File: src/hw/rtl/gsp_pkg.sv
package gsp_pkg;

    // Depth of the queue between the classifying front and the output back end.
    localparam int unsigned GSP_QUEUE_DEPTH = 4;
    localparam int unsigned GSP_QUEUE_AW    = $clog2(GSP_QUEUE_DEPTH);
    localparam int unsigned GSP_QUEUE_CW    = $clog2(GSP_QUEUE_DEPTH + 1);

    localparam logic [6:0] GSP_SEPTET_MASK = 7'h7f;

    // Group position at which an unpack group ends with a second septet.
    localparam logic [2:0] GSP_UNPACK_LAST_POS = 3'd6;
    localparam logic [2:0] GSP_POS_WRAP        = 3'd7;

    // Values of the direction register.
    localparam logic GSP_DIR_PACK   = 1'b0;
    localparam logic GSP_DIR_UNPACK = 1'b1;

    typedef struct packed {
        logic [7:0] data_byte;
        logic       message_end;
    } t_gsp_in;

    typedef struct packed {
        logic [7:0] out_byte;
        logic       run_last;
    } t_gsp_out;

    // One queued input item: one or two results ready to be sent.
    typedef struct packed {
        logic       two;
        logic [7:0] first;
        logic [6:0] second;
    } t_gsp_entry;

endpackage

File: src/hw/rtl/gsp_front.sv
module gsp_front (
    input  logic                  i_clk,
    input  logic                  i_rst_n,
    input  logic                  i_in_valid,
    output logic                  o_in_stall,
    input  gsp_pkg::t_gsp_in      i_in_data,
    input  logic                  i_cfg_valid,
    output logic                  o_cfg_ready,
    input  logic                  i_cfg_data,
    input  logic                  i_q_full,
    output logic                  o_q_push,
    output gsp_pkg::t_gsp_entry   o_q_entry
);

    logic       r_direction;
    logic       n_direction;
    logic [2:0] r_pos;
    logic [2:0] n_pos;
    logic [6:0] r_carry;
    logic [6:0] n_carry;

    logic                accept;
    logic [6:0]          c_char;
    logic [15:0]         pack_wide;
    logic [2:0]          up_pos;
    logic [14:0]         up_wide;
    logic [7:0]          up_rest;
    logic [6:0]          up_first;
    logic [6:0]          up_carry;
    logic                has_result;
    gsp_pkg::t_gsp_entry entry;
    logic [2:0]          calc_pos;
    logic [6:0]          calc_carry;

    assign accept      = i_in_valid && !i_q_full;
    assign o_in_stall  = i_q_full;
    assign o_cfg_ready = 1'b1;

    assign c_char    = i_in_data.data_byte[6:0];
    assign pack_wide = {9'b0, c_char} << (4'd8 - {1'b0, r_pos});

    assign up_pos   = (r_pos == gsp_pkg::GSP_POS_WRAP) ? 3'd0 : r_pos;
    assign up_wide  = {7'b0, i_in_data.data_byte} << up_pos;
    assign up_first = up_wide[6:0] | r_carry;
    assign up_rest  = i_in_data.data_byte >> (3'd7 - up_pos);
    assign up_carry = up_rest[6:0] & gsp_pkg::GSP_SEPTET_MASK;

    always_comb begin
        entry      = '0;
        has_result = 1'b0;
        calc_pos   = r_pos + 3'd1;
        calc_carry = r_carry;
        if (r_direction == gsp_pkg::GSP_DIR_PACK) begin
            if (r_pos == 3'd0) begin
                // The first character of a group only loads the carry.
                calc_carry = c_char;
            end else begin
                has_result  = 1'b1;
                entry.first = pack_wide[7:0] | {1'b0, r_carry};
                calc_carry  = c_char >> r_pos;
            end
        end else begin
            has_result  = 1'b1;
            entry.first = {1'b0, up_first};
            if (up_pos == gsp_pkg::GSP_UNPACK_LAST_POS) begin
                entry.two    = 1'b1;
                entry.second = up_carry;
                calc_pos     = 3'd0;
                calc_carry   = '0;
            end else begin
                calc_pos   = up_pos + 3'd1;
                calc_carry = up_carry;
            end
        end
    end

    always_comb begin
        n_direction = r_direction;
        n_pos       = r_pos;
        n_carry     = r_carry;
        if (i_cfg_valid) begin
            n_direction = i_cfg_data;
        end
        if (accept) begin
            if (i_in_data.message_end) begin
                n_pos   = '0;
                n_carry = '0;
            end else begin
                n_pos   = calc_pos;
                n_carry = calc_carry;
            end
        end
    end

    always_ff @(posedge i_clk) begin
        if (!i_rst_n) begin
            r_direction <= gsp_pkg::GSP_DIR_PACK;
            r_pos       <= '0;
            r_carry     <= '0;
        end else begin
            r_direction <= n_direction;
            r_pos       <= n_pos;
            r_carry     <= n_carry;
        end
    end

    assign o_q_push  = accept && has_result;
    assign o_q_entry = entry;

`ifndef NO_ASSERTIONS
    a_push_only_on_accept: assert property (@(posedge i_clk) disable iff (!i_rst_n)
        o_q_push |-> (i_in_valid && !i_q_full))
        else $error("queue push without an accepted item");

    a_unpack_pos_range: assert property (@(posedge i_clk) disable iff (!i_rst_n)
        (accept && r_direction == gsp_pkg::GSP_DIR_UNPACK) |=> (r_pos != gsp_pkg::GSP_POS_WRAP))
        else $error("unpack left group position at seven");
`endif

endmodule

File: src/hw/rtl/gsp_queue.sv
module gsp_queue (
    input  logic                  i_clk,
    input  logic                  i_rst_n,
    input  logic                  i_push,
    input  gsp_pkg::t_gsp_entry   i_entry,
    output logic                  o_full,
    input  logic                  i_pop,
    output logic                  o_valid,
    output gsp_pkg::t_gsp_entry   o_entry
);

    gsp_pkg::t_gsp_entry r_slot [gsp_pkg::GSP_QUEUE_DEPTH];

    logic [gsp_pkg::GSP_QUEUE_AW-1:0] r_wr_ptr;
    logic [gsp_pkg::GSP_QUEUE_AW-1:0] n_wr_ptr;
    logic [gsp_pkg::GSP_QUEUE_AW-1:0] r_rd_ptr;
    logic [gsp_pkg::GSP_QUEUE_AW-1:0] n_rd_ptr;
    logic [gsp_pkg::GSP_QUEUE_CW-1:0] r_count;
    logic [gsp_pkg::GSP_QUEUE_CW-1:0] n_count;

    assign o_full  = (r_count == gsp_pkg::GSP_QUEUE_CW'(gsp_pkg::GSP_QUEUE_DEPTH));
    assign o_valid = (r_count != '0);
    assign o_entry = r_slot[r_rd_ptr];

    always_comb begin
        n_wr_ptr = r_wr_ptr;
        n_rd_ptr = r_rd_ptr;
        n_count  = r_count;
        if (i_push) begin
            n_wr_ptr = (r_wr_ptr == gsp_pkg::GSP_QUEUE_AW'(gsp_pkg::GSP_QUEUE_DEPTH - 1))
                       ? '0 : r_wr_ptr + 1'b1;
        end
        if (i_pop) begin
            n_rd_ptr = (r_rd_ptr == gsp_pkg::GSP_QUEUE_AW'(gsp_pkg::GSP_QUEUE_DEPTH - 1))
                       ? '0 : r_rd_ptr + 1'b1;
        end
        if (i_push && !i_pop) begin
            n_count = r_count + 1'b1;
        end else if (i_pop && !i_push) begin
            n_count = r_count - 1'b1;
        end
    end

    always_ff @(posedge i_clk) begin
        if (!i_rst_n) begin
            r_wr_ptr <= '0;
            r_rd_ptr <= '0;
            r_count  <= '0;
        end else begin
            r_wr_ptr <= n_wr_ptr;
            r_rd_ptr <= n_rd_ptr;
            r_count  <= n_count;
        end
    end

    always_ff @(posedge i_clk) begin
        if (i_push) begin
            r_slot[r_wr_ptr] <= i_entry;
        end
    end

`ifndef NO_ASSERTIONS
    a_no_overflow: assert property (@(posedge i_clk) disable iff (!i_rst_n)
        !(i_push && o_full))
        else $error("push into a full queue");

    a_no_underflow: assert property (@(posedge i_clk) disable iff (!i_rst_n)
        !(i_pop && !o_valid))
        else $error("pop from an empty queue");
`endif

endmodule

File: src/hw/rtl/gsp_back.sv
module gsp_back (
    input  logic                  i_clk,
    input  logic                  i_rst_n,
    input  logic                  i_q_valid,
    input  gsp_pkg::t_gsp_entry   i_q_entry,
    output logic                  o_q_pop,
    output logic                  o_out_valid,
    input  logic                  i_out_stall,
    output gsp_pkg::t_gsp_out     o_out_data
);

    logic                r_out_valid;
    logic                n_out_valid;
    gsp_pkg::t_gsp_out   r_out_data;
    gsp_pkg::t_gsp_out   n_out_data;
    // Set while the first of two results of the head entry has been sent.
    logic                r_half;
    logic                n_half;
    logic                load;

    assign load = i_q_valid && (!r_out_valid || !i_out_stall);

    always_comb begin
        n_out_valid = r_out_valid;
        n_out_data  = r_out_data;
        n_half      = r_half;
        o_q_pop     = 1'b0;
        if (r_out_valid && !i_out_stall) begin
            n_out_valid = 1'b0;
        end
        if (load) begin
            n_out_valid = 1'b1;
            if (i_q_entry.two && !r_half) begin
                n_out_data.out_byte = i_q_entry.first;
                n_out_data.run_last = 1'b0;
                n_half              = 1'b1;
            end else if (i_q_entry.two) begin
                n_out_data.out_byte = {1'b0, i_q_entry.second};
                n_out_data.run_last = 1'b1;
                n_half              = 1'b0;
                o_q_pop             = 1'b1;
            end else begin
                n_out_data.out_byte = i_q_entry.first;
                n_out_data.run_last = 1'b1;
                o_q_pop             = 1'b1;
            end
        end
    end

    always_ff @(posedge i_clk) begin
        if (!i_rst_n) begin
            r_out_valid <= 1'b0;
            r_half      <= 1'b0;
        end else begin
            r_out_valid <= n_out_valid;
            r_half      <= n_half;
        end
    end

    always_ff @(posedge i_clk) begin
        r_out_data <= n_out_data;
    end

    assign o_out_valid = r_out_valid;
    assign o_out_data  = r_out_data;

`ifndef NO_ASSERTIONS
    a_half_has_head: assert property (@(posedge i_clk) disable iff (!i_rst_n)
        r_half |-> (i_q_valid && i_q_entry.two))
        else $error("second half pending without a two-result head entry");

    a_half_then_not_last: assert property (@(posedge i_clk) disable iff (!i_rst_n)
        $rose(r_half) |-> (r_out_valid && !r_out_data.run_last))
        else $error("first of two results marked as last");
`endif

endmodule

File: src/hw/rtl/gsm_septet_pack_unpack_unit.sv
// GSM 7-bit septet packer and unpacker for a byte stream. The direction
// register (reset 0) selects pack mode, where every group of eight 7-bit
// characters becomes seven octets, or unpack mode (1), where every octet
// gives one character and the seventh octet of a group gives a second one
// from the carry. The first character of a pack group yields no result; pack
// mode never flushes its carry, so a sender appends a zero character to push
// out the last partial bits. An input transfer with message_end set clears
// the group position and the carry once it is processed. Bit 7 of a pack
// character is ignored. run_last marks the final result of each input item.
// Input transfers are taken one per cycle while the four-entry queue between
// the classifying front end and the output stage has room; the output stage
// sends one result per cycle unless the receiver stalls, so a seventh unpack
// octet occupies it for two results; each result passes the queue and then
// the output register. The direction register is written through its own
// valid/ready port, which is always ready; write it only while no item is
// in flight. Changing the direction does not reset the stream position.
module gsm_septet_pack_unpack_unit (
    input  logic                i_clk,
    input  logic                i_rst_n,
    input  logic                i_in_valid,
    output logic                o_in_stall,
    input  gsp_pkg::t_gsp_in    i_in_data,
    output logic                o_out_valid,
    input  logic                i_out_stall,
    output gsp_pkg::t_gsp_out   o_out_data,
    input  logic                i_cfg_valid,
    output logic                o_cfg_ready,
    input  logic                i_cfg_data
);

    // Queue between the front end and the output stage.
    logic                q_push;
    logic                q_full;
    logic                q_pop;
    logic                q_valid;
    gsp_pkg::t_gsp_entry q_in_entry;
    gsp_pkg::t_gsp_entry q_out_entry;

    // The front end holds the direction, group position and carry, and turns
    // each accepted transfer into zero, one or two results.
    gsp_front u_front (
        .i_clk       (i_clk),
        .i_rst_n     (i_rst_n),
        .i_in_valid  (i_in_valid),
        .o_in_stall  (o_in_stall),
        .i_in_data   (i_in_data),
        .i_cfg_valid (i_cfg_valid),
        .o_cfg_ready (o_cfg_ready),
        .i_cfg_data  (i_cfg_data),
        .i_q_full    (q_full),
        .o_q_push    (q_push),
        .o_q_entry   (q_in_entry)
    );

    gsp_queue u_queue (
        .i_clk   (i_clk),
        .i_rst_n (i_rst_n),
        .i_push  (q_push),
        .i_entry (q_in_entry),
        .o_full  (q_full),
        .i_pop   (q_pop),
        .o_valid (q_valid),
        .o_entry (q_out_entry)
    );

    // The output stage splits two-result entries and holds each result in a
    // register until the receiver takes it.
    gsp_back u_back (
        .i_clk       (i_clk),
        .i_rst_n     (i_rst_n),
        .i_q_valid   (q_valid),
        .i_q_entry   (q_out_entry),
        .o_q_pop     (q_pop),
        .o_out_valid (o_out_valid),
        .i_out_stall (i_out_stall),
        .o_out_data  (o_out_data)
    );

endmodule
File: config.mk
export PLATFORM = sky130hd
export DESIGN_NAME = gsm_septet_pack_unpack_unit
export DESIGN_NICKNAME = d
export VERILOG_FILES = /design/src/hw/rtl/gsp_pkg.sv /design/src/hw/rtl/gsp_front.sv /design/src/hw/rtl/gsp_queue.sv /design/src/hw/rtl/gsp_back.sv /design/src/hw/rtl/gsm_septet_pack_unpack_unit.sv
export SDC_FILE = /design/constraint.sdc
export NUM_CORES = 1
export LEC_CHECK = 0
export BUFFER_PORTS_ARGS = -buffer_cell sky130_fd_sc_hd__buf_2
export CAP_MARGIN = 20
export CORE_MARGIN = 2
export CORE_UTILIZATION = 53
export DETAILED_ROUTE_END_ITERATION = 7
export GPL_TIMING_DRIVEN = 0
export MAX_ROUTING_LAYER = met4
export PLACE_DENSITY = 0.71
export SYNTH_ARGS = -nofsm -noshare
export SYNTH_HDL_FRONTEND = slang
export SYNTH_SLANG_ARGS = --single-unit
export TNS_END_PERCENT = 1
File: constraint.sdc
create_clock -name i_clk -period 6 [get_ports i_clk]
set_input_delay 0.9 -clock i_clk [delete_from_list [all_inputs] [get_ports i_clk]]
set_output_delay 0.9 -clock i_clk [all_outputs]
set_load 0.03 [all_outputs]
==> flow_summary.json, run 1 <==
{
  "outcome": "finished, final reports clean",
  "pre_cts_ws_ns": 2.20,
  "syn_area_um2": 4990,
  "nNetsFinal": 487,
  "r2r_cells": 15,
  "critPathCaptureType": "flip-flop",
  "worstMarginPinSlew_ns": 0.968,
  "power.density_nw_per_um2": 337,
  "grt_max_degree": 19,
  "cp_slowest_stage_delay_ns": 0.42,
  "drt-vias-per-instance": 6.24,
  "crit_chain": "buf_2 -> buf_2 -> buf_2 -> inv_1 -> ha_1 -> ha_1 -> inv_1 -> nor2_1 -> nor2_1 -> ha_1 -> inv_1 -> fa_1 -> xor2_1 -> or3_1 -> a21boi_0",
  "clock_latency_ns": 0.37,
  "cp_data_required_time_ns": 6.29,
  "portBuffers": 22,
  "die_x_um": 101,
  "n_antenna_cell": 0,
  "rr_endpoint": "u_queue.r_count[2]",
  "postCtsSetupBuffers": 0,
  "hp-start": "u_back.o_out_valid",
  "grt_pass1_wl_um": 19000,
  "ir_drop_mv": 0.181,
  "drv_cap": 0,
  "arrival_ns": 4.19,
  "htreeDepth": 3,
  "dp_hpwl_um": 8610,
  "clockBufferDepth": 2,
  "chipHeight_um": 101,
  "syn_inst": 426,
  "clkTransAtPathRegs_ns": 0.10,
  "wirelength_um": 12200,
  "routedWlPerCell_um": 21.1,
  "cts.sinks": 95,
  "finalHoldViolCount": 0,
  "drcViolationCount": 0,
  "cp_num_buf_inv": 6,
  "ys_types": 64,
  "drtAntennaViolNets": 0,
  "gp_congestion": 0.958,
  "finalSetupViolCount": 0,
  "drive_above_1_share_pct": 15.9,
  "setup-tns-final_ns": 0,
  "io_pins": 27,
  "fmax_mhz": 257,
  "start_kind": "flip-flop",
  "crit-reg2reg-launch": "u_front.r_pos[1]",
  "final_cell_mix": "edfxtp_1, buf_2, nand2_1",
  "numCtsBuffers": 9,
  "maxSlewHeadroom_pct": 35.0,
  "async_reset_ff_share_pct": 0,
  "synth_ff_type": "edfxtp_1",
  "final_common_cell": "edfxtp_1",
  "drt_pass1_iterations": 5,
  "core_um2": 9200,
  "design_area_um2": 5440,
  "min_path_cells": 2,
  "rsz0062_at_grt": "no",
  "r2r_setup_slack_ns": 2.11,
  "overflow": 0,
  "syn_to_final_growth_pct": 8.97,
  "vias": 3594,
  "finClkSkew_ns": 0.0209,
  "root_buffer": "clkbuf_8",
  "initial_utilization_pct": 54.3,
  "timing.final.ws_setup_ns": 2.11,
  "drt_iter0_markers": 197,
  "hold_buffers": 0,
  "synth_edf_count": 73,
  "period_share_pct": 64.9,
  "fillerInstances": 773,
  "hold_slack_ns": 0.492,
  "critical_path_class": "reg -> reg",
  "rows": 35,
  "antenna_found_initial": 0,
  "slowest_stage": "nor2_1",
  "cts_tree": "done",
  "power_leakage_nw": 1.97,
  "dpl_cell_area_um2": 5250,
  "grt_pass1_vias": 3410,
  "syn-num-nets": 453,
  "ys_seq_elements": 95,
  "hold_class": "reg -> reg",
  "critPathMaxFanout": 10,
  "yosysWarnings": 0,
  "hold_end": "u_back.o_out_valid",
  "path_delay_family": "buffers and inverters",
  "dieArea_um2": 10200,
  "grt_usage_pct": 25.8,
  "postSynthAreaPerCell_um2": 11.7,
  "layout_min_cycle_time_ns": 3.89,
  "yosysSeqAreaShare_pct": 52.7,
  "ctsResizeCount": 0,
  "drv_slew": 0
}
## registers in the layout (all words and copies together) (netlist names), named ones only
name	cells
u_front.r_pos	3
u_queue.r_rd_ptr	2
u_front.r_carry	7
u_back.r_half	1
u_front.r_direction	1
u_queue.r_wr_ptr	2
u_queue.r_slot	64
u_back.o_out_valid	1
u_back.o_out_data	9
u_queue.r_count	3
## report_power, final
group	internal, mW	leakage, nW	total [mW]	switching (mW)
logic	0.226	1.01	0.578	0.351
registers	0.803	0.864	0.842	0.0383
clock network	0.161	0.0924	0.412	0.251
## worst reg2reg max path: cells and delay by family (launching register included)
family	cells	cell delay [ns]
buffers and inverters	6	1.21
adder cells (fa/ha/maj)	4	1.12
AND/OR/NAND/NOR	3	0.85
flip-flops	1	0.34
AO/OA/AOI/OAI	1	0.17
XOR/XNOR	1	0.15
## Yosys cell counts, drive strengths merged (8+ instances only)
cell type	number	share of area [%]
a21oi	25	2.5
and2	14	1.8
buf	14	1.9
clkbuf	22	1.7
dfxtp	22	8.8
edfxtp	73	44
ha	11	2.8
inv	18	1.4
mux2	9	2.0
mux2i	24	4.8
mux4	14	6.4
nand2	30	2.4
nand2b	8	1.0
nor2	14	1.1
nor2b	13	1.6
nor3	10	1.0
o21ai	16	1.6
o22ai	13	1.6
## stage by stage
| step | std cells | utilization, % | total power [mW] |
|---|---|---|---|
| after CTS | 576 | 59.1 | 1.84 |
| after floorplan | 426 | - | 1.28 |
| after detailed placement | 560 | 57.1 | 1.43 |
| after global placement | 559 | 57.0 | 1.41 |
| after global routing | 576 | 59.1 | 1.92 |
| final | 576 | 59.1 | 1.83 |
## kinds of logic (layout without fill, tap and decap cells)
group	Yosys count	after routing	synth area share, %
fa+ha+maj	12	12	3.16
compound gates	101	101	13.4
xor+xnor	3	3	0.527
flops	95	95	52.7
mux	47	47	13.2
other cells	1	1	0.0751
buf+inv	55	94	4.96
simple gates	112	112	11.9
## metal layers
metal	global-route usage [%]	wire (um)	vias up
met5	-	0	-
met4	10.4	365	0
met3	4.85	752	27
met2	40.4	5840	149
met1	33.3	5200	1742
li1	-	-	1676
## worst max-delay path by stage
stage / startpoint / end / slack, ns / depth (start not counted)
after global routing: u_front.r_pos[1] / u_queue.r_count[2] / 1.83 / 15
after CTS: u_front.r_pos[1] / u_queue.r_count[2] / 2.17 / 15
after detailed placement: u_front.r_pos[1] / u_queue.r_count[2] / 2.20 / 15
after floorplan: u_front.r_pos[1] / u_queue.r_count[2] / 2.90 / 15
after global placement: u_front.r_pos[1] / u_queue.r_count[2] / 2.26 / 15
final: u_front.r_pos[1] / u_queue.r_count[2] / 2.11 / 15
## layout make-up
cell class	instances	area, um^2	share of cell area, %
flip-flops and latches	95	2630	48.4
multi-input cells	276	2110	38.8
plain buffers	36	176	3.24
well taps	111	139	2.55
clock buffers	9	124	2.28
repair buffers	23	118	2.16
inverters	19	71.3	1.31
clock inverters	7	67.6	1.24
(Power assumes the default switching activity.)
==> inputs of run 2 (changes only) <==
Settings changed: PLACE_DENSITY 0.71 to 0.73.
Clock period 6 ns to 3.12 ns, I/O delays scaled along.
==> run 2 against run 1 <==
  * Routed wire length down 0.71%
  * Die area did not move
  * Critical path type unchanged
  * Global-route usage about the same
  * Combinational power is 96% higher
  * Worst setup slack got worse by 1.9 ns
  * Non-clock buffer count shrank 1
  * Clock-buffer cell count increased by 1
  * Sequential cell count unchanged
  * Utilization up 0.16 points
  * Clock power rose by 89%
  * Cell count is 0.17% lower
  * Final area increased by 0.28%
==> flow_summary.json, run 2 (same netlist as run 1, synthesis figures left out) <==
{
  "portBuffers": 22,
  "drtAntennaViolNets": 0,
  "drv_cap": 0,
  "nNetsFinal": 486,
  "drive_above_1_share_pct": 16.8,
  "numCtsBuffers": 9,
  "cp_data_required_time_ns": 3.20,
  "clockBufferDepth": 2,
  "critPathCaptureType": "flip-flop",
  "path_delay_family": "buffers and inverters",
  "regMostFlops": "u_queue.r_slot",
  "cts_tree": "done",
  "htreeDepth": 3,
  "grt_pass1_vias": 3663,
  "chipHeight_um": 101,
  "clock_latency_ns": 0.36,
  "fmax_mhz": 346,
  "multiInputGateArea_um2": 2120,
  "finalHoldViolCount": 0,
  "grt_pass1_wl_um": 19400,
  "hold_slack_ns": 0.365,
  "crit_chain": "buf_4 -> inv_4 -> ha_1 -> ha_2 -> clkbuf_1 -> mux2i_1 -> nand2_1 -> nand3_1 -> a21oi_1 -> a221o_1",
  "gp_congestion": 0.953,
  "n_antenna_cell": 0,
  "largest_reg_flops": 64,
  "layout_min_cycle_time_ns": 2.89,
  "finClkSkew_ns": 0.0185,
  "fillerInstances": 774,
  "maxSlewHeadroom_pct": 36.9,
  "outcome": "finished, final reports clean",
  "pre_cts_ws_ns": -0.562,
  "regArea_um2": 2630,
  "hold_class": "in -> reg",
  "ir_drop_mv": 0.267,
  "arrival_ns": 2.97,
  "grt_max_degree": 20,
  "dieArea_um2": 10200,
  "io_pins": 27,
  "wirelength_um": 12100,
  "vias": 3656,
  "clkTransAtPathRegs_ns": 0.10,
  "power_leakage_nw": 1.97,
  "drv_slew": 0,
  "root_buffer": "clkbuf_8",
  "cp_slowest_stage_delay_ns": 0.42,
  "dp_hpwl_um": 8500,
  "routedWlPerCell_um": 21.0,
  "critical_path_class": "reg -> reg",
  "power.density_nw_per_um2": 647,
  "grt_usage_pct": 25.9,
  "finalSetupViolCount": 0,
  "drt_pass1_iterations": 6,
  "slowest_stage": "clkbuf_1",
  "rsz0062_at_grt": "no",
  "setup-tns-final_ns": 0,
  "timing.final.ws_setup_ns": 0.232,
  "period_share_pct": 92.5,
  "antenna_found_initial": 0,
  "cp_num_buf_inv": 3,
  "critPathMaxFanout": 10,
  "initial_utilization_pct": 54.3,
  "start_kind": "flip-flop",
  "core_um2": 9200,
  "syn_to_final_growth_pct": 9.28,
  "rows": 35,
  "die_x_um": 101,
  "final_common_cell": "edfxtp_1",
  "worstMarginPinSlew_ns": 0.939,
  "drt-vias-per-instance": 6.36,
  "fin_total_pwr_mw": 3.53,
  "drcViolationCount": 0,
  "overflow": 0,
  "cts.sinks": 95,
  "drt_iter0_markers": 362,
  "final_cell_mix": "edfxtp_1, nand2_1, buf_2"
}
==> run 2: changes by cell type in the layout (fill, tap and decap cells not counted), sizes merged <==
cell and change:
clkinvlp -2, inv +2, buf -1, clkbuf +1, clkinv -1
==> run 2: what timing repair did <==
item | 4_1_cts | 5_1_grt
pin swaps | 1 | 0
buffers inserted | 1 | 0
endpoints found under the setup margin | 78 | 13
resized for setup | 8 | 5
hold endpoints to repair | 0 | 0
hold buffers | 0 | 0
==> run 2: final timing paths <==
kind                      startpoint                    end  slack (ns)  cells after the start
hold / removal           i_out_stall     u_back.o_out_valid        0.36                      3
setup reg to reg    u_front.r_pos[0]  u_queue.r_slot[0][12]        0.23                     10
setup / recovery    u_front.r_pos[0]  u_queue.r_slot[0][12]        0.23                     10
hold reg to reg   u_front.r_carry[5]     u_front.r_carry[5]        0.47                      2
==> run 2: through the flow <==
step / std cells / util (%) / instance area (um^2)
2_1_floorplan: 426 / - / 4990
3_3_place_gp: 559 / 57.0 / 5240
3_5_place_dp: 560 / 57.1 / 5250
6_report: 575 / 59.3 / 5450
5_1_grt: 575 / 59.3 / 5450
4_1_cts: 576 / 59.3 / 5450
==> run 2: cell type report <==
type / instances / area share [%]
inverters: 19 / 1.35
well taps: 111 / 2.55
plain buffers: 34 / 3.23
flip-flops and latches: 95 / 48.3
repair buffers: 24 / 2.29
multi-input cells: 276 / 38.9
clock inverters: 6 / 1.06
clock buffers: 10 / 2.34
==> run 2: where the power goes <==
group | internal, mW | switching [mW]
combinational | 0.442 | 0.691
sequential | 1.55 | 0.0731
clock | 0.311 | 0.469
==> run 2: worst register-to-register path: stages, from the launching register on <==
cell      delay, ns
dfxtp_2        0.40
buf_4          0.20
inv_4          0.08
ha_1           0.21
ha_2           0.32
clkbuf_1       0.42
mux2i_1        0.35
nand2_1        0.09
nand3_1        0.10
a21oi_1        0.10
a221o_1        0.35
==> run 2: metal layers <==
metal	up-vias	part of all wire, %	GRT usage, %
met5	-	0	-
met4	0	3.1	10.1
met3	45	6.8	3.54
met2	180	48	41.3
met1	1755	42	33.6
li1	1676	-	-
